===== src/rtl/igpd_pkg.sv =====
// Shared types, constants and field decode helpers for the IMU/GPS packet deframer.
package igpd_pkg;

    localparam int POS_W   = 7;
    localparam int QTY_W   = 5;
    localparam int VAL_W   = 32;
    localparam int TALLY_W = 16;

    localparam logic [7:0] HDR_BYTE = 8'h55;
    localparam logic [7:0] TYPE_S   = 8'h53;
    localparam logic [7:0] TYPE_N   = 8'h4E;
    localparam logic [7:0] TYPE_G   = 8'h47;

    localparam logic [POS_W-1:0] LEN_S        = 7'd51;
    localparam logic [POS_W-1:0] LEN_N        = 7'd86;
    localparam logic [POS_W-1:0] BODY_START   = 7'd3;
    localparam logic [POS_W-1:0] MARK_POS_0   = 7'd31;
    localparam logic [POS_W-1:0] MARK_POS_1   = 7'd32;
    localparam logic [POS_W-1:0] MARK_POS_2   = 7'd33;
    localparam logic [POS_W-1:0] IMU_BASE     = 7'd3;
    localparam logic [POS_W-1:0] PRESS_BASE   = 7'd27;
    localparam logic [POS_W-1:0] SERVO_BASE_S = 7'd32;
    localparam logic [POS_W-1:0] SERVO_BASE_N = 7'd67;
    localparam logic [POS_W-1:0] GPS_BASE     = 7'd34;
    localparam logic [POS_W-1:0] GPS_TIME_POS = 7'd58;

    localparam logic [QTY_W-1:0] Q_PRESS_FIRST = 5'd9;
    localparam logic [QTY_W-1:0] Q_SERVO_STAT  = 5'd11;
    localparam logic [QTY_W-1:0] Q_SERVO_FIRST = 5'd12;
    localparam logic [QTY_W-1:0] Q_SERVO_LAST  = 5'd19;
    localparam logic [QTY_W-1:0] Q_GPS_FIRST   = 5'd20;
    localparam logic [QTY_W-1:0] Q_GPS_TIME    = 5'd26;

    typedef enum logic [1:0] {
        ST_DATA     = 2'd0,
        ST_CSUM_ERR = 2'd1,
        ST_BAD_TYPE = 2'd2,
        ST_NO_GPS   = 2'd3
    } status_t;

    typedef enum logic [2:0] {
        FMT_BE16S,
        FMT_BE16U,
        FMT_U8,
        FMT_LE32,
        FMT_LE16U
    } fmt_t;

    typedef enum logic [1:0] {
        SRC_ZERO,
        SRC_BYTE,
        SRC_FIELD
    } src_t;

    typedef struct packed {
        logic [POS_W-1:0] offset;
        logic [1:0]       last_idx;
        fmt_t             fmt;
    } field_desc_t;

    typedef struct packed {
        logic             mem_we;
        logic [POS_W-1:0] mem_addr;
        logic             shift;
        logic             sum_load;
        logic             sum_add;
        logic             tally_inc;
        logic             mark_upd;
        logic             out_load;
        status_t          out_status;
        logic [QTY_W-1:0] out_qty;
        src_t             out_src;
        fmt_t             fmt;
    } dp_cmd_t;

    typedef struct packed {
        logic is_hdr;
        logic is_s;
        logic is_n;
        logic sum_ok;
        logic marker_ok;
    } dp_sts_t;

    function automatic field_desc_t field_desc(input logic [QTY_W-1:0] qty,
                                               input logic             kind_n);
        field_desc_t      d;
        logic [POS_W-1:0] q7;
        logic [POS_W-1:0] sbase;
        q7    = POS_W'(qty);
        sbase = kind_n ? SERVO_BASE_N : SERVO_BASE_S;
        priority if (qty < Q_PRESS_FIRST) begin
            d.offset   = IMU_BASE + POS_W'(q7 << 1);
            d.last_idx = 2'd1;
            d.fmt      = FMT_BE16S;
        end
        else if (qty < Q_SERVO_STAT) begin
            d.offset   = PRESS_BASE + POS_W'((q7 - POS_W'(Q_PRESS_FIRST)) << 1);
            d.last_idx = 2'd1;
            d.fmt      = FMT_BE16S;
        end
        else if (qty == Q_SERVO_STAT) begin
            d.offset   = sbase;
            d.last_idx = 2'd0;
            d.fmt      = FMT_U8;
        end
        else if (qty < Q_GPS_FIRST) begin
            d.offset   = sbase + 7'd1 + POS_W'((q7 - POS_W'(Q_SERVO_FIRST)) << 1);
            d.last_idx = 2'd1;
            d.fmt      = FMT_BE16U;
        end
        else if (qty < Q_GPS_TIME) begin
            d.offset   = GPS_BASE + POS_W'((q7 - POS_W'(Q_GPS_FIRST)) << 2);
            d.last_idx = 2'd3;
            d.fmt      = FMT_LE32;
        end
        else begin
            d.offset   = GPS_TIME_POS;
            d.last_idx = 2'd1;
            d.fmt      = FMT_LE16U;
        end
        return d;
    endfunction

    function automatic logic [VAL_W-1:0] format_field(input logic [VAL_W-1:0] acc,
                                                      input fmt_t             fmt);
        logic [VAL_W-1:0] v;
        unique case (fmt)
            FMT_BE16S: v = {{16{acc[15]}}, acc[15:0]};
            FMT_BE16U: v = {16'd0, acc[15:0]};
            FMT_U8:    v = {24'd0, acc[7:0]};
            FMT_LE32:  v = acc;
            FMT_LE16U: v = {16'd0, acc[31:16]};
            default:   v = '0;
        endcase
        return v;
    endfunction

endpackage


===== src/rtl/igpd_dp.sv =====
// Datapath of the deframer: packet store, checksum, tally, field assembly and result register.
module igpd_dp #(
    parameter int PACKET_BUFFER_DEPTH = 128
) (
    input  logic                          clk,
    input  logic                          rst_n,
    input  logic [7:0]                    in_data,
    input  igpd_pkg::dp_cmd_t             cmd,
    output igpd_pkg::dp_sts_t             sts,
    output igpd_pkg::status_t             out_status,
    output logic [igpd_pkg::QTY_W-1:0]    out_qty,
    output logic signed [igpd_pkg::VAL_W-1:0] out_value,
    output logic [igpd_pkg::TALLY_W-1:0]  tally
);

    localparam int AW = $clog2(PACKET_BUFFER_DEPTH);

    logic [7:0]                   mem [PACKET_BUFFER_DEPTH];
    logic [7:0]                   rd_data_reg;
    logic [AW-1:0]                addr;
    logic [15:0]                  sum_reg;
    logic [7:0]                   prev_reg;
    logic                         marker_reg;
    logic [igpd_pkg::TALLY_W-1:0] tally_reg;
    logic [igpd_pkg::VAL_W-1:0]   acc_reg;
    igpd_pkg::status_t            status_reg;
    logic [igpd_pkg::QTY_W-1:0]   qty_reg;
    logic [igpd_pkg::VAL_W-1:0]   value_reg;
    logic                         is_hdr;

    assign addr   = AW'(cmd.mem_addr);
    assign is_hdr = (in_data == igpd_pkg::HDR_BYTE);

    always_ff @(posedge clk)
    begin
        if (cmd.mem_we)
        begin
            mem[addr] <= in_data;
        end
        rd_data_reg <= mem[addr];
    end

    always_ff @(posedge clk or negedge rst_n)
    begin
        if (!rst_n)
        begin
            sum_reg    <= '0;
            prev_reg   <= '0;
            marker_reg <= 1'b0;
            tally_reg  <= '0;
        end
        else
        begin
            if (cmd.sum_load)
            begin
                sum_reg <= {8'd0, in_data};
            end
            else if (cmd.sum_add)
            begin
                sum_reg <= sum_reg + {8'd0, in_data};
            end
            if (cmd.mem_we)
            begin
                prev_reg <= in_data;
            end
            if (cmd.mark_upd)
            begin
                if (cmd.mem_addr == igpd_pkg::MARK_POS_0)
                begin
                    marker_reg <= is_hdr;
                end
                else if (cmd.mem_addr == igpd_pkg::MARK_POS_1)
                begin
                    marker_reg <= marker_reg & is_hdr;
                end
                else if (cmd.mem_addr == igpd_pkg::MARK_POS_2)
                begin
                    marker_reg <= marker_reg & (in_data == igpd_pkg::TYPE_G);
                end
            end
            if (cmd.tally_inc && (tally_reg != '1))
            begin
                tally_reg <= tally_reg + 1'b1;
            end
        end
    end

    always_ff @(posedge clk)
    begin
        if (cmd.shift)
        begin
            if (cmd.fmt == igpd_pkg::FMT_LE32 || cmd.fmt == igpd_pkg::FMT_LE16U)
            begin
                acc_reg <= {rd_data_reg, acc_reg[igpd_pkg::VAL_W-1:8]};
            end
            else
            begin
                acc_reg <= {acc_reg[igpd_pkg::VAL_W-9:0], rd_data_reg};
            end
        end
        if (cmd.out_load)
        begin
            status_reg <= cmd.out_status;
            qty_reg    <= cmd.out_qty;
            unique case (cmd.out_src)
                igpd_pkg::SRC_BYTE:  value_reg <= {24'd0, in_data};
                igpd_pkg::SRC_FIELD: value_reg <= igpd_pkg::format_field(acc_reg, cmd.fmt);
                default:             value_reg <= '0;
            endcase
        end
    end

    assign sts.is_hdr    = is_hdr;
    assign sts.is_s      = (in_data == igpd_pkg::TYPE_S);
    assign sts.is_n      = (in_data == igpd_pkg::TYPE_N);
    assign sts.sum_ok    = (sum_reg == {prev_reg, in_data});
    assign sts.marker_ok = marker_reg;

    assign out_status = status_reg;
    assign out_qty    = qty_reg;
    assign out_value  = value_reg;
    assign tally      = tally_reg;

endmodule


===== src/rtl/igpd_ctrl.sv =====
// Controller of the deframer: header hunt, body count and result sequencing.
module igpd_ctrl (
    input  logic                clk,
    input  logic                rst_n,
    input  logic                in_valid,
    output logic                in_ready,
    output logic                out_valid,
    input  logic                out_ready,
    output logic                out_last,
    input  igpd_pkg::dp_sts_t   sts,
    output igpd_pkg::dp_cmd_t   cmd
);

    typedef enum logic [2:0] {
        S_RECV,
        S_FETCH,
        S_LAST,
        S_LOAD,
        S_SHOW
    } state_t;

    typedef enum logic [1:0] {
        H_HDR0,
        H_HDR1,
        H_TYPE,
        H_BODY
    } hunt_t;

    state_t                          state_reg, state_next;
    hunt_t                           phase_reg, phase_next;
    logic                            kind_reg, kind_next;
    logic [igpd_pkg::POS_W-1:0]      pos_reg, pos_next;
    logic [igpd_pkg::QTY_W-1:0]      qty_reg, qty_next;
    logic [1:0]                      cnt_reg, cnt_next;
    logic                            last_reg, last_next;
    logic                            shift_reg;
    logic [igpd_pkg::POS_W-1:0]      len;
    igpd_pkg::field_desc_t           desc;

    assign len  = kind_reg ? igpd_pkg::LEN_N : igpd_pkg::LEN_S;
    assign desc = igpd_pkg::field_desc(qty_reg, kind_reg);

    always_comb
    begin
        state_next   = state_reg;
        phase_next   = phase_reg;
        kind_next    = kind_reg;
        pos_next     = pos_reg;
        qty_next     = qty_reg;
        cnt_next     = cnt_reg;
        last_next    = last_reg;
        cmd          = '0;
        cmd.mem_addr = pos_reg;
        cmd.out_qty  = qty_reg;
        cmd.fmt      = desc.fmt;
        cmd.shift    = shift_reg;
        unique case (state_reg)
            S_RECV:
            begin
                if (in_valid)
                begin
                    unique case (phase_reg)
                        H_HDR0:
                        begin
                            if (sts.is_hdr)
                            begin
                                phase_next = H_HDR1;
                            end
                        end
                        H_HDR1:
                        begin
                            phase_next = sts.is_hdr ? H_TYPE : H_HDR0;
                        end
                        H_TYPE:
                        begin
                            if (sts.is_s || sts.is_n)
                            begin
                                kind_next    = sts.is_n;
                                cmd.sum_load = 1'b1;
                                pos_next     = igpd_pkg::BODY_START;
                                phase_next   = H_BODY;
                            end
                            else
                            begin
                                cmd.tally_inc  = 1'b1;
                                cmd.out_load   = 1'b1;
                                cmd.out_status = igpd_pkg::ST_BAD_TYPE;
                                cmd.out_qty    = '0;
                                cmd.out_src    = igpd_pkg::SRC_BYTE;
                                last_next      = 1'b1;
                                phase_next     = H_HDR0;
                                state_next     = S_SHOW;
                            end
                        end
                        H_BODY:
                        begin
                            cmd.mem_we   = 1'b1;
                            cmd.mark_upd = 1'b1;
                            cmd.sum_add  = (pos_reg <= len - 7'd3);
                            pos_next     = pos_reg + 1'b1;
                            if (pos_reg == len - 7'd1)
                            begin
                                phase_next = H_HDR0;
                                pos_next   = '0;
                                if (sts.sum_ok)
                                begin
                                    qty_next   = '0;
                                    cnt_next   = '0;
                                    state_next = S_FETCH;
                                end
                                else
                                begin
                                    cmd.out_load   = 1'b1;
                                    cmd.out_status = igpd_pkg::ST_CSUM_ERR;
                                    cmd.out_qty    = '0;
                                    cmd.out_src    = igpd_pkg::SRC_ZERO;
                                    last_next      = 1'b1;
                                    state_next     = S_SHOW;
                                end
                            end
                        end
                        default:
                        begin
                            phase_next = H_HDR0;
                        end
                    endcase
                end
            end
            S_FETCH:
            begin
                cmd.mem_addr = desc.offset + igpd_pkg::POS_W'(cnt_reg);
                if (cnt_reg == desc.last_idx)
                begin
                    state_next = S_LAST;
                end
                else
                begin
                    cnt_next = cnt_reg + 1'b1;
                end
            end
            S_LAST:
            begin
                state_next = S_LOAD;
            end
            S_LOAD:
            begin
                cmd.out_load   = 1'b1;
                cmd.out_status = igpd_pkg::ST_DATA;
                cmd.out_src    = igpd_pkg::SRC_FIELD;
                last_next      = ((qty_reg == igpd_pkg::Q_SERVO_LAST) && !kind_reg) ||
                                 (qty_reg == igpd_pkg::Q_GPS_TIME);
                state_next     = S_SHOW;
            end
            S_SHOW:
            begin
                if (out_ready)
                begin
                    if (last_reg)
                    begin
                        state_next = S_RECV;
                    end
                    else if ((qty_reg == igpd_pkg::Q_SERVO_LAST) && !sts.marker_ok)
                    begin
                        cmd.out_load   = 1'b1;
                        cmd.out_status = igpd_pkg::ST_NO_GPS;
                        cmd.out_qty    = '0;
                        cmd.out_src    = igpd_pkg::SRC_ZERO;
                        last_next      = 1'b1;
                    end
                    else
                    begin
                        qty_next   = qty_reg + 1'b1;
                        cnt_next   = '0;
                        state_next = S_FETCH;
                    end
                end
            end
            default:
            begin
                state_next = S_RECV;
            end
        endcase
    end

    always_ff @(posedge clk or negedge rst_n)
    begin
        if (!rst_n)
        begin
            state_reg <= S_RECV;
            phase_reg <= H_HDR0;
            kind_reg  <= 1'b0;
            pos_reg   <= '0;
            qty_reg   <= '0;
            cnt_reg   <= '0;
            last_reg  <= 1'b0;
            shift_reg <= 1'b0;
        end
        else
        begin
            state_reg <= state_next;
            phase_reg <= phase_next;
            kind_reg  <= kind_next;
            pos_reg   <= pos_next;
            qty_reg   <= qty_next;
            cnt_reg   <= cnt_next;
            last_reg  <= last_next;
            shift_reg <= (state_reg == S_FETCH);
        end
    end

    assign in_ready  = (state_reg == S_RECV);
    assign out_valid = (state_reg == S_SHOW);
    assign out_last  = last_reg;

endmodule


===== src/rtl/imu_gps_packet_deframer.sv =====
// Top level of the IMU/GPS serial packet deframer with additive checksum.
//
// Channel   Dir  Signals                       Contents
// s_axis    in   tvalid tready tdata[7:0]      rx_byte
// m_axis    out  tvalid tready tdata tuser     status, quantity, value, bad_type_total
//                tlast                         last
//
// Bytes are taken while a packet is received and refused while results drain.
// Each result field is read from the store byte by byte, assembled and loaded into
// the result register for its output transaction; an 'S' packet drains quantities
// 0 to 19, an 'N' packet adds GPS or a no-GPS result; a bad type or bad sum gives one.
// Reset clears the hunt, checksum and tally; the packet store needs no clearing.
// A stalled output holds the result and the input stays refused until it is taken.
module imu_gps_packet_deframer #(
    parameter int PACKET_BUFFER_DEPTH = 128
) (
    input  logic        clk,
    input  logic        rst_n,
    input  logic        s_axis_tvalid,
    output logic        s_axis_tready,
    input  logic [7:0]  s_axis_tdata,   // [7:0] rx_byte
    output logic        m_axis_tvalid,
    input  logic        m_axis_tready,
    output logic [47:0] m_axis_tdata,   // [31:0] value, [47:32] bad_type_total
    output logic [6:0]  m_axis_tuser,   // [1:0] status, [6:2] quantity
    output logic        m_axis_tlast
);

    igpd_pkg::dp_cmd_t                       cmd;
    igpd_pkg::dp_sts_t                       sts;
    igpd_pkg::status_t                       out_status;
    logic [igpd_pkg::QTY_W-1:0]              out_qty;
    logic signed [igpd_pkg::VAL_W-1:0]       out_value;
    logic [igpd_pkg::TALLY_W-1:0]            tally;

    igpd_ctrl u_ctrl (
        .clk       (clk),
        .rst_n     (rst_n),
        .in_valid  (s_axis_tvalid),
        .in_ready  (s_axis_tready),
        .out_valid (m_axis_tvalid),
        .out_ready (m_axis_tready),
        .out_last  (m_axis_tlast),
        .sts       (sts),
        .cmd       (cmd)
    );

    igpd_dp #(
        .PACKET_BUFFER_DEPTH (PACKET_BUFFER_DEPTH)
    ) u_dp (
        .clk        (clk),
        .rst_n      (rst_n),
        .in_data    (s_axis_tdata),
        .cmd        (cmd),
        .sts        (sts),
        .out_status (out_status),
        .out_qty    (out_qty),
        .out_value  (out_value),
        .tally      (tally)
    );

    assign m_axis_tdata = {tally, out_value};
    assign m_axis_tuser = {out_qty, out_status};

endmodule

===== config.mk =====
export PLATFORM = sky130hd
export DESIGN_NAME = imu_gps_packet_deframer
export DESIGN_NICKNAME = d
export VERILOG_FILES = /design/src/rtl/igpd_pkg.sv /design/src/rtl/igpd_dp.sv /design/src/rtl/igpd_ctrl.sv /design/src/rtl/imu_gps_packet_deframer.sv
export SDC_FILE = /design/constraint.sdc
export NUM_CORES = 1
export LEC_CHECK = 0
export ABC_AREA = 1
export BUFFER_PORTS_ARGS = -buffer_cell sky130_fd_sc_hd__buf_2
export CAP_MARGIN = 30
export CORE_AREA = 4 4 290 435
export CTS_BUF_LIST = sky130_fd_sc_hd__clkbuf_16
export DETAILED_ROUTE_END_ITERATION = 12
export DIE_AREA = 0 0 294 439
export GPL_ROUTABILITY_DRIVEN = 1
export GPL_TIMING_DRIVEN = 1
export PLACE_DENSITY_LB_ADDON = 0.12
export SYNTH_ARGS = -nofsm -noshare
export SYNTH_HDL_FRONTEND = slang
export SYNTH_SLANG_ARGS = --single-unit

===== constraint.sdc =====
create_clock -name clk -period 7.3 [get_ports clk]
set_clock_uncertainty 0.1 [all_clocks]
set_input_delay 0 -clock clk [delete_from_list [all_inputs] [get_ports clk]]
set_output_delay 0 -clock clk [all_outputs]
set_load 0.1 [all_outputs]

# Yosys cells after proc, flatten, opt, wreduce, memory -nomap -nowiden
# Memory sizes are Yosys's and may differ from the RTL's. A register that Yosys moved wholly into a read port is not among the register bits.
# Cells that the tools add are included.
op_classes:
  n_addsub: 16
  n_lt_le_gt_ge: 5
  eq_ne: 44
  mux: 82
  bitwise: 2
  reduce_logical: 25
op_table:
  columns: ["cell", "n"]
  rows:
  - ["one-hot mux 32 bit (5 select lines)", 1]
  - ["one-hot mux 32 bit (2 select lines)", 1]
  - ["2-to-1 mux 10 bit", 6]
  - ["2-to-1 mux 12 bit", 5]
  - ["2-to-1 mux 5 bit", 7]
  - ["2-to-1 mux 7 bit", 5]
  - ["== test 8 x 7 -> 1 bit (second input constant)", 4]
  - ["2-to-1 mux 16 bit", 2]
  - ["2-to-1 mux 32 bit", 1]
  - ["2-to-1 mux 2 bit", 12]
  - ["2-to-1 mux 3 bit", 8]
  - ["2-to-1 mux 1 bit", 20]
  - ["one-hot mux 10 bit (2 select lines)", 1]
  - ["one-hot mux 5 bit (2 select lines)", 2]
  - ["adder 16 x 1 -> 16 bit (second input constant)", 1]
  - ["adder 16 x 8 -> 16 bit", 1]
  - ["== test 16 bit", 1]
  - ["inequality test 16 bit (second input constant)", 1]
  - ["inequality test 2 x 1 -> 1 bit (second input constant)", 8]
  - ["one-hot mux 3 bit (5 select lines)", 1]
  - ["adder 7 x 1 -> 7 bit (second input constant)", 2]
  - ["== test 7 x 6 -> 1 bit (second input constant)", 2]
  - ["2-to-1 mux 14 bit", 1]
  - ["one-hot mux 7 bit (2 select lines)", 1]
  - ["other kinds (48)", 80]
totals:
  reg_bits: 134
  ram_bits: 1024
  inputBits: 12
  out_inout_bits: 58
  mem_count: 1
memory_table:
  columns: ["name", "depth", "word_bits", "rd", "rd_ports_with_merged_regs", "wr", "line", "text"]
  rows:
  - ["u_dp.mem", 128, 8, 1, 1, 1, "igpd_dp.sv:18", "logic [7:0] mem [PACKET_BUFFER_DEPTH];"]

# Depth between registers and ports, before layout
# Gate-level depths: netlist of the first run.
logic_depth:
  depth_word: 13
  depth_mapped: 28

# Cells and area by module
# Synthesis of the first run repeated with hierarchy kept, for this count alone.
unflattened:
  cells_unflattened: 4913
  area_unflattened_um2: 50952.6
by_module_without_submodules:
  columns: ["mod", "n_inst", "cells_per_inst", "area_per_inst_um2", "seq_area_each_um2"]
  rows:
  - ["igpd_dp", 1, 4492, 48340.1, 34067.7]
  - ["igpd_ctrl", 1, 421, 2612.5, 550.5]

# Worst setup path after synthesis of the first run
# No wires, ideal clock.
synth_path:
  path_kind: "reg-to-reg"
  startpoint: "reg u_ctrl.qty_reg[2] in the netlist's numbering"
  endpoint: "mem u_dp.mem[103][0] (enable)"
  setup_ps: 370
  arrival_time_ps: 3663
  required_ps: 6830
  setup_slack_ps: 3167
  path_stages_with_launch: 20
  path_buffers: 4
  period_less_slack_ps: 4133
  cell_sequence: "dfrtp_1 > buf_4 > inv_2 > ha_1 > nand3_1 > inv_1 > nor2_1 > nand2_1 > nand4_1 > ha_1 > fa_1 > inv_1 > o21ai_2 > buf_2 > buf_2 > nand2_1 > nor3_2 > inv_2 > buf_4 > nor2_1"
synth_via:
  elab_chain_len: 9
  elab_cells_between_ends: 19
  classes_between: "8 x add/sub; 4 x order compare; 1 x eq/ne; 6 x mux"
synth_rtl:
  columns: ["element", "line", "text"]
  rows:
  - ["from (decl)", "igpd_ctrl.sv:33", "logic [igpd_pkg::QTY_W-1:0] qty_reg, qty_next;"]
  - ["from (signal assigned)", "igpd_ctrl.sv:204", "qty_reg <= qty_next;"]
  - ["subtractor 5 bit", "igpd_pkg.sv:112", "d.offset = GPS_BASE + POS_W'((q7 - POS_W'(Q_GPS_FIRST)) << 2);"]
  - ["adder 6 x 7 -> 7 bit", "igpd_pkg.sv:112", null]
  - ["2-to-1 mux 12 bit", "igpd_pkg.sv:111", "else if (qty < Q_GPS_TIME) begin"]
  - ["2-to-1 mux 12 bit", "igpd_pkg.sv:106", "else if (qty < Q_GPS_FIRST) begin"]
  - ["2-to-1 mux 12 bit", "igpd_pkg.sv:101", "else if (qty == Q_SERVO_STAT) begin"]
  - ["2-to-1 mux 12 bit", "igpd_pkg.sv:96", "else if (qty < Q_SERVO_STAT) begin"]
  - ["2-to-1 mux 12 bit *", "igpd_pkg.sv:91", "priority if (qty < Q_PRESS_FIRST) begin"]
  - ["adder 7 x 2 -> 7 bit *", "igpd_ctrl.sv:131", "cmd.mem_addr = desc.offset + igpd_pkg::POS_W'(cnt_reg);"]
  - ["2-to-1 mux 7 bit *", "igpd_ctrl.sv:57", "unique case (state_reg)"]
  - ["to (decl)", "igpd_dp.sv:18", null]
# Every way passes the cells marked *; elsewhere a longest branch is shown, timed or not.

# Worst setup path after layout of the first run
layout_path:
  startpoint: "reg u_ctrl.qty_reg[2] in the netlist's numbering"
  endpoint: "reg u_dp.rd_data_reg[7], read port of u_dp.mem"
layout_via:
  elab_chain_len: 9
  elab_cells_between_ends: 19
  classes_between: "8 x add/sub; 4 x order compare; 1 x eq/ne; 6 x mux"
layout_rtl:
  columns: ["element", "line", "text"]
  rows:
  - ["subtractor 5 bit", "igpd_pkg.sv:112", null]
  - ["adder 6 x 7 -> 7 bit", "igpd_pkg.sv:112", null]
  - ["2-to-1 mux 12 bit", "igpd_pkg.sv:111", null]
  - ["2-to-1 mux 12 bit", "igpd_pkg.sv:106", null]
  - ["2-to-1 mux 12 bit", "igpd_pkg.sv:101", null]
  - ["2-to-1 mux 12 bit", "igpd_pkg.sv:96", null]
  - ["2-to-1 mux 12 bit *", "igpd_pkg.sv:91", null]
  - ["adder 7 x 2 -> 7 bit *", "igpd_ctrl.sv:131", null]
  - ["2-to-1 mux 7 bit *", "igpd_ctrl.sv:57", null]
  - ["to (decl)", "igpd_dp.sv:19", "logic [7:0] rd_data_reg;"]
# Marks and branches as above.
# A chain may end at the register's enable or synchronous reset.

==> flow_summary.json, run 1 <==
{
  "finalSetupTns_ps": 0,
  "cp_data_required_time_ps": 7860,
  "setup_viol": 0,
  "synthTopCellsByArea": "edfxtp_1, nand2_1, o21ai_0",
  "synth_cell_type_count": 53,
  "fillers": 11200,
  "path_class": "reg -> reg",
  "vias_per_cell": 5.35,
  "num_rows": 157,
  "crit_arrival_ps": 6450,
  "max-cap-violations": 0,
  "status": "complete, no violations",
  "cp-end-kind": "flop",
  "cts.repair.resized": 0,
  "grt_pass1_wl_mm": 205,
  "die-area_um2": 129000,
  "area_growth_pct": 11.9,
  "ctsHoldBuffers": 16,
  "clk_path_buf_depth": 3,
  "path_max_fanout": 43,
  "wirelength_mm": 137,
  "cts_setup_buffers": 0,
  "leakage_nw": 19.0,
  "path_clk_slew_ps": 60,
  "ys_ff_latch": 1166,
  "hold_violations": 0,
  "initialDrtViolationCount": 2391,
  "yosysSeqAreaShare_pct": 71.1,
  "ir_drop_mv": 0.381,
  "largest_register_ffs": 1024,
  "fp.dieW_um": 294,
  "antenna_found_initial": 1,
  "gp_congestion": 0.863,
  "numClockSinks": 1166,
  "total_power_mw": 21.8,
  "dp_slack_ps": 1460,
  "cts_root_buf": "clkbuf_16",
  "ios": 70,
  "vias": 31500,
  "critPathLaunchType": "flop",
  "synthSimpleGateAreaFrac_pct": 13.6,
  "slew_viol_final": 0,
  "synth_edf_count": 1095,
  "dpl.cell_count": 5667,
  "synth_area_um2": 48700,
  "ys.flop_type": "edfxtp_1",
  "grt_setup_unrepaired": "no",
  "yosysWarningCount": 0,
  "max_freq_ghz": 0.170,
  "period_share_pct": 80.7,
  "syn_avg_cell_area_um2": 11.7,
  "ant_nets": 0,
  "hp-class": "in -> reg",
  "drc": 0,
  "dieHeight_um": 439,
  "first_pass_iters": 6,
  "core_area_um2": 122000,
  "grt_max_degree": 151,
  "synth.largest_area_cell": "edfxtp_1",
  "synth_compound_area_share_pct": 10.7,
  "clk_latency_ps": 730,
  "final_common_cell": "edfxtp_1",
  "fin_cells": 5885,
  "utilization_pct": 44.7,
  "timing.final.ws_setup_ps": 1410,
  "synthArstFlopShare_pct": 5.40,
  "syn_inst": 4169,
  "synth_nets": 4212,
  "grt_pass1_vias": 31700,
  "grt_util_met2_pct": 38.5,
  "cts_tree": "done",
  "synth_xor_area_share_pct": 0.504,
  "synth_top_family_by_area": "simple AND/OR/NAND/NOR gates",
  "globalRouteMet1Util_pct": 25.7,
  "use_met3_pct": 2.58,
  "final_cell_mix": "edfxtp_1, nand2_1, o21ai_0",
  "wl_per_cell_um": 23.3,
  "p_per_area_nw_per_um2": 400,
  "muxShareOfSynthArea_pct": 0.208,
  "nets": 4249,
  "port_buffers": 69,
  "groute.usage.overall_pct": 21.1,
  "gr-total-overflow": 0,
  "synthAdderAreaFrac_pct": 0.827,
  "dp_hpwl_mm": 82.2,
  "timing.slew.headroom_pct": 33.0,
  "h-tree-depth": 3,
  "drive_gt1_share_pct": 8.20,
  "cts_made_buffers": 110,
  "synth_top_area_share_pct": 67.5,
  "initial_core_util_pct": 39.9,
  "top_usage_layer": "met2",
  "tightestPinTransition_ps": 1000,
  "period_needed_ps": 5890
}
## where the power goes
group,switching [mW],total (mW),internal [mW],leakage [nW]
logic,6.13,8.37,2.24,6.42
clock network,2.50,5.77,3.28,1.83
registers,0.180,7.68,7.50,10.7
total,8.81,21.8,13.0,19.0
## final timing paths
check,cells past startpoint,slack [ps],to,startpoint
min reg2reg,2,390,u_dp.sum_reg[7],u_dp.sum_reg[7]
max,25,1410,u_dp.rd_data_reg[7],u_ctrl.qty_reg[2]
max in group asynchronous,5,6470,u_ctrl.qty_reg[3],rst_n
max reg2reg,25,1410,u_dp.rd_data_reg[7],u_ctrl.qty_reg[2]
min,2,90,u_dp.mem[25][4],s_axis_tdata[4]
min in group asynchronous,5,330,u_dp.sum_reg[10],rst_n
## kinds of logic (layout without fill, tap and decap cells)
| group | after synthesis | in the layout |
|---|---|---|
| and+or+nand+nor | 1657 | 1657 |
| DFF | 1166 | 1166 |
| AOI/OAI and AO/OA | 927 | 927 |
| buffers and inverters | 351 | 476 |
| adders and majority gates | 31 | 31 |
| xor gates and xnor gates | 28 | 28 |
| muxes | 9 | 9 |
| other | 0 | 1 |
## critical path: stages, from the launching register on
cell and delay [ps]:
dfrtp_1 660, inv_2 160, ha_1 340, nand3_1 260, inv_1 110, nor2_1 180, nand3_1 100, a31oi_1 160
a21oi_1 90, fa_1 500, inv_1 70, o21ai_4 390, buf_4 540, buf_4 400, o21ai_0 140, o21ai_0 180
a21oi_1 70, o21ai_0 650, nand2_1 110, nand2_1 100, nand2_1 50, nand2_1 90, nand2_1 50, nand2_1 130
inv_1 50, nand2_1 50
## metrics by stage
stage               cell area (µm²)  hold WS [ps]
global placement              50700           176
floorplan                     48700          -396
finish                        54500          86.0
CTS                           54500          17.7
detailed placement            50800           172
global route                  54500          61.4
## cells in the mapped netlist, types with 3 or more instances
cell and instances:
edfxtp_1 1095, nand2_1 976, o21ai_0 490, nor2_1 472
a21oi_1 193, clkbuf_1 132, nand3_1 127, inv_1 114
a22oi_1 87, buf_2 64, dfrtp_1 63, o211ai_1 44
o2bb2ai_1 44, o21ai_1 42, ha_1 29, xor2_1 19
nand2_2 18, nor3_1 16, nand4_1 14, buf_4 13
inv_2 11, mux2_2 9, xnor2_1 9, buf_1 8
dfxtp_1 8, nor2_4 8, nor4_1 6, nand3b_1 5
o22ai_1 5, buf_6 4, nor2_2 4, o31ai_1 4
inv_4 3, o21a_1 3
## layer usage
metal	wire, µm	up-vias	share of wire [%]
li1	-	14900	-
met2	71700	787	52
met1	55000	15600	40
met5	0	-	0
met3	5970	201	4.4
met4	4310	0	3.1
## final cells by class
| cell class | instances | area, µm² | share of cell area, % |
|---|---|---|---|
| inverter | 130 | 503 | 0.923 |
| clock buffer | 113 | 2830 | 5.19 |
| timing repair buffer | 146 | 1150 | 2.11 |
| antenna | 1 | 2.50 | 0.00459 |
| sequential | 1166 | 34600 | 63.5 |
| multi-input combinational | 2652 | 12700 | 23.3 |
| tap | 1590 | 1990 | 3.65 |
| clock inverter | 87 | 743 | 1.36 |
(Power assumes the default switching activity.)
==> run 2, diff against run 1 <==
--- a/config.mk
+++ b/config.mk
@@ -5,13 +5,13 @@
 export SDC_FILE = /design/constraint.sdc
 export NUM_CORES = 1
 export LEC_CHECK = 0
-export ABC_AREA = 1
+export ABC_AREA = 0
 export BUFFER_PORTS_ARGS = -buffer_cell sky130_fd_sc_hd__buf_2
 export CAP_MARGIN = 30
-export CORE_AREA = 4 4 290 435
+export CORE_AREA = 4 4 292 438
 export CTS_BUF_LIST = sky130_fd_sc_hd__clkbuf_16
 export DETAILED_ROUTE_END_ITERATION = 12
-export DIE_AREA = 0 0 294 439
+export DIE_AREA = 0 0 296 442
 export GPL_ROUTABILITY_DRIVEN = 1
 export GPL_TIMING_DRIVEN = 1
 export PLACE_DENSITY_LB_ADDON = 0.12
==> constraint.sdc (replaced) <==
create_clock -name clk -period 5.3 [get_ports clk]
set_clock_uncertainty 0.1 [all_clocks]
set_input_delay 0 -clock clk [delete_from_list [all_inputs] [get_ports clk]]
set_output_delay 0 -clock clk [all_outputs]
set_load 0.1 [all_outputs]
==> run 2 against run 1 <==
Effect of this change: sequential share of layout area is 3.4 points lower; routed wire length is 14% higher; critical endpoint is now u_dp.rd_data_reg[5]; register-to-register slack worse by 1200 ps; synthesized area is 1.5% higher; final cell count is 2.2% higher; synthesized cell count is 3.7% lower; critical path depth is 8 lower; setup slack worse by 1200 ps; clock power is 38% higher; die area is 1.4% higher; first-iteration DRC count is 20% higher; non-clock buffer count is 295 higher.
==> flow_summary.json, run 2 <==
{
  "status": "complete, no violations",
  "synth_nets": 4056,
  "ir_drop_mv": 0.248,
  "path_max_fanout": 32,
  "numClockSinks": 1166,
  "gr-total-overflow": 0,
  "cts_root_buf": "clkbuf_16",
  "grt_pass1_wl_mm": 229,
  "final_cell_mix": "nand2_1, edfxtp_1, nand3_1",
  "tightestPinTransition_ps": 1010,
  "synth_top_family_by_area": "simple AND/OR/NAND/NOR gates",
  "final_cell_area_um2": 57600,
  "synth_most_common_cell": "nand2_1",
  "synth_compound_area_share_pct": 6.46,
  "synth_xor_area_share_pct": 0.851,
  "yosysWarningCount": 0,
  "synth_common_cells": "nand2_1, edfxtp_1, nand3_1",
  "cts_tree": "done",
  "h-tree-depth": 3,
  "utilization_pct": 46.3,
  "setup_viol": 0,
  "initial_core_util_pct": 39.7,
  "clk_latency_ps": 750,
  "synthArstFlopShare_pct": 5.40,
  "synth_cell_type_count": 103,
  "synth.largest_area_cell": "edfxtp_1",
  "largest_register_ffs": 1024,
  "cp_slowest_stage_delay_ps": 560,
  "syn_inst": 4013,
  "finalSetupTns_ps": 0,
  "dieHeight_um": 442,
  "wl_per_cell_um": 26.1,
  "place_area_um2": 53700,
  "critPathLaunchType": "flop",
  "ios": 70,
  "synthTopCellsByArea": "edfxtp_1, nand2_1, nand3_1",
  "slowest_stage": "or4_1",
  "hold_violations": 0,
  "cp-end-kind": "flop",
  "synth_area_um2": 49400,
  "synthAdderAreaFrac_pct": 0.815,
  "leakage_nw": 20.5,
  "synth_top_area_share_pct": 66.5,
  "ys_ff_latch": 1166,
  "grt_setup_unrepaired": "yes",
  "antenna_found_initial": 4,
  "cp_common_cell": "ha_1",
  "die-area_um2": 131000,
  "vias_per_cell": 5.56,
  "nets": 4355,
  "max_freq_ghz": 0.196,
  "fp.dieW_um": 296,
  "vias": 33400,
  "p_per_area_nw_per_um2": 439,
  "ant_nets": 0,
  "yosysSeqAreaShare_pct": 70.1,
  "core_area_um2": 124000,
  "gp_congestion": 0.900,
  "worstPathCellList": "inv_1, ha_1, or3b_4, a211oi_4, a21boi_2, o21ai_0, ha_1, fa_1, nor3_1, o31ai_4, buf_4, buf_12, nor2_1, nand3_1, and4_1, o2bb2ai_1, or4_1",
  "path_delay_family": "simple AND/OR/NAND/NOR gates",
  "grt_max_degree": 74,
  "period_needed_ps": 5110,
  "path_class": "reg -> reg",
  "whs_ps": 93.7,
  "cts_made_buffers": 110,
  "crit_arrival_ps": 5630,
  "max-cap-violations": 0,
  "groute.usage.overall_pct": 23.7,
  "timing.slew.headroom_pct": 32.0,
  "path_clk_slew_ps": 70,
  "cp_data_required_time_ps": 5820,
  "fin_cells": 6013,
  "port_buffers": 69,
  "ys.flop_type": "edfxtp_1",
  "synthSimpleGateAreaFrac_pct": 17.4,
  "muxShareOfSynthArea_pct": 1.68,
  "grt_pass1_vias": 33300,
  "slew_viol_final": 0,
  "dp_hpwl_mm": 104,
  "drc": 0,
  "syn_avg_cell_area_um2": 12.3,
  "clk_path_buf_depth": 3,
  "final_common_cell": "nand2_1",
  "first_pass_iters": 7,
  "period_share_pct": 96.4,
  "wirelength_mm": 157,
  "cp.buffers_inverters": 3,
  "drive_gt1_share_pct": 15.8,
  "num_rows": 159,
  "synth_edf_count": 1095,
  "area_growth_pct": 16.6,
  "hp-class": "in -> reg",
  "dpl.cell_count": 5786,
  "initialDrtViolationCount": 2858
}
-- run 2: cell count changes in the layout (fill, tap and decap cells not counted), sizes merged, moves of 70 or more --
cell / before / now
a21oi: 194 / 62
a22oi: 87 / 17
a311oi: 1 / 80
a31oi: 2 / 94
and3: 1 / 108
buf: 130 / 423
inv: 153 / 46
nand2: 996 / 1136
nand3: 130 / 423
nor2: 484 / 205
o21ai: 534 / 58
-- run 2: area by class of cell --
class	instances	area, µm²
Fill cell	11200	66700
Inverter	29	109
Clock inverter	90	777
Multi-Input combinational cell	2564	13600
Clock buffer	112	2800
Antenna cell	1	2.50
Timing Repair Buffer	441	3720
Sequential cell	1166	34600
Tap cell	1610	2010
-- run 2: worst paths after layout --
| check | startpoint | to | slack (ps) | cells after the start |
|---|---|---|---|---|
| max | u_ctrl.qty_reg[1] | u_dp.rd_data_reg[5] | 190 | 17 |
| min in group asynchronous | rst_n | u_dp.sum_reg[10] | 430 | 4 |
| max in group asynchronous | rst_n | u_ctrl.shift_reg | 4070 | 4 |
| max reg2reg | u_ctrl.qty_reg[1] | u_dp.rd_data_reg[5] | 190 | 17 |
| min | s_axis_tdata[1] | u_dp.mem[28][1] | 90 | 2 |
| min reg2reg | u_dp.sum_reg[4] | u_dp.sum_reg[4] | 380 | 2 |
-- run 2: repair_timing --
action,CTS,global route
hold buffers,18,0
buffers inserted,0,6
endpoints found under the setup margin,2,40
resized for setup,4,13
pin swaps,0,2
hold endpoints to repair,367,0
-- run 2: through the flow --
step	power, mW	worst slack [ps]
floorplan	14.4	-60.4
global placement	17.5	-278
detailed placement	17.5	-231
CTS	25.4	45.2
global route	26.3	-70.7
finish	25.3	189
-- run 2: cell families after synthesis --
group                    after synthesis
multiplexers                          65
flip-flops                          1166
AO/OA/AOI/OAI                        445
AND/OR/NAND/NOR                     1975
buffers and inverters                283
adder cells (fa/ha/maj)               31
XOR/XNOR                              48
-- run 2: routing by layer --
| layer | GRT usage (%) | vias to the layer above | share of wire, % | wire, µm |
|---|---|---|---|---|
| met3 | 2.26 | 247 | 4.6 | 7170 |
| met5 | 0 | - | 0 | 0 |
| met4 | 11.3 | 0 | 5.0 | 7900 |
| li1 | - | 15300 | - | - |
| met2 | 42.5 | 984 | 52 | 82000 |
| met1 | 28.4 | 16900 | 38 | 59600 |
-- run 2: power breakdown --
group,internal [mW],leakage [nW],switching [mW],total [mW]
combinational,2.23,7.97,4.71,6.94
clock,4.38,1.79,3.56,7.94
sequential,10.2,10.8,0.152,10.4
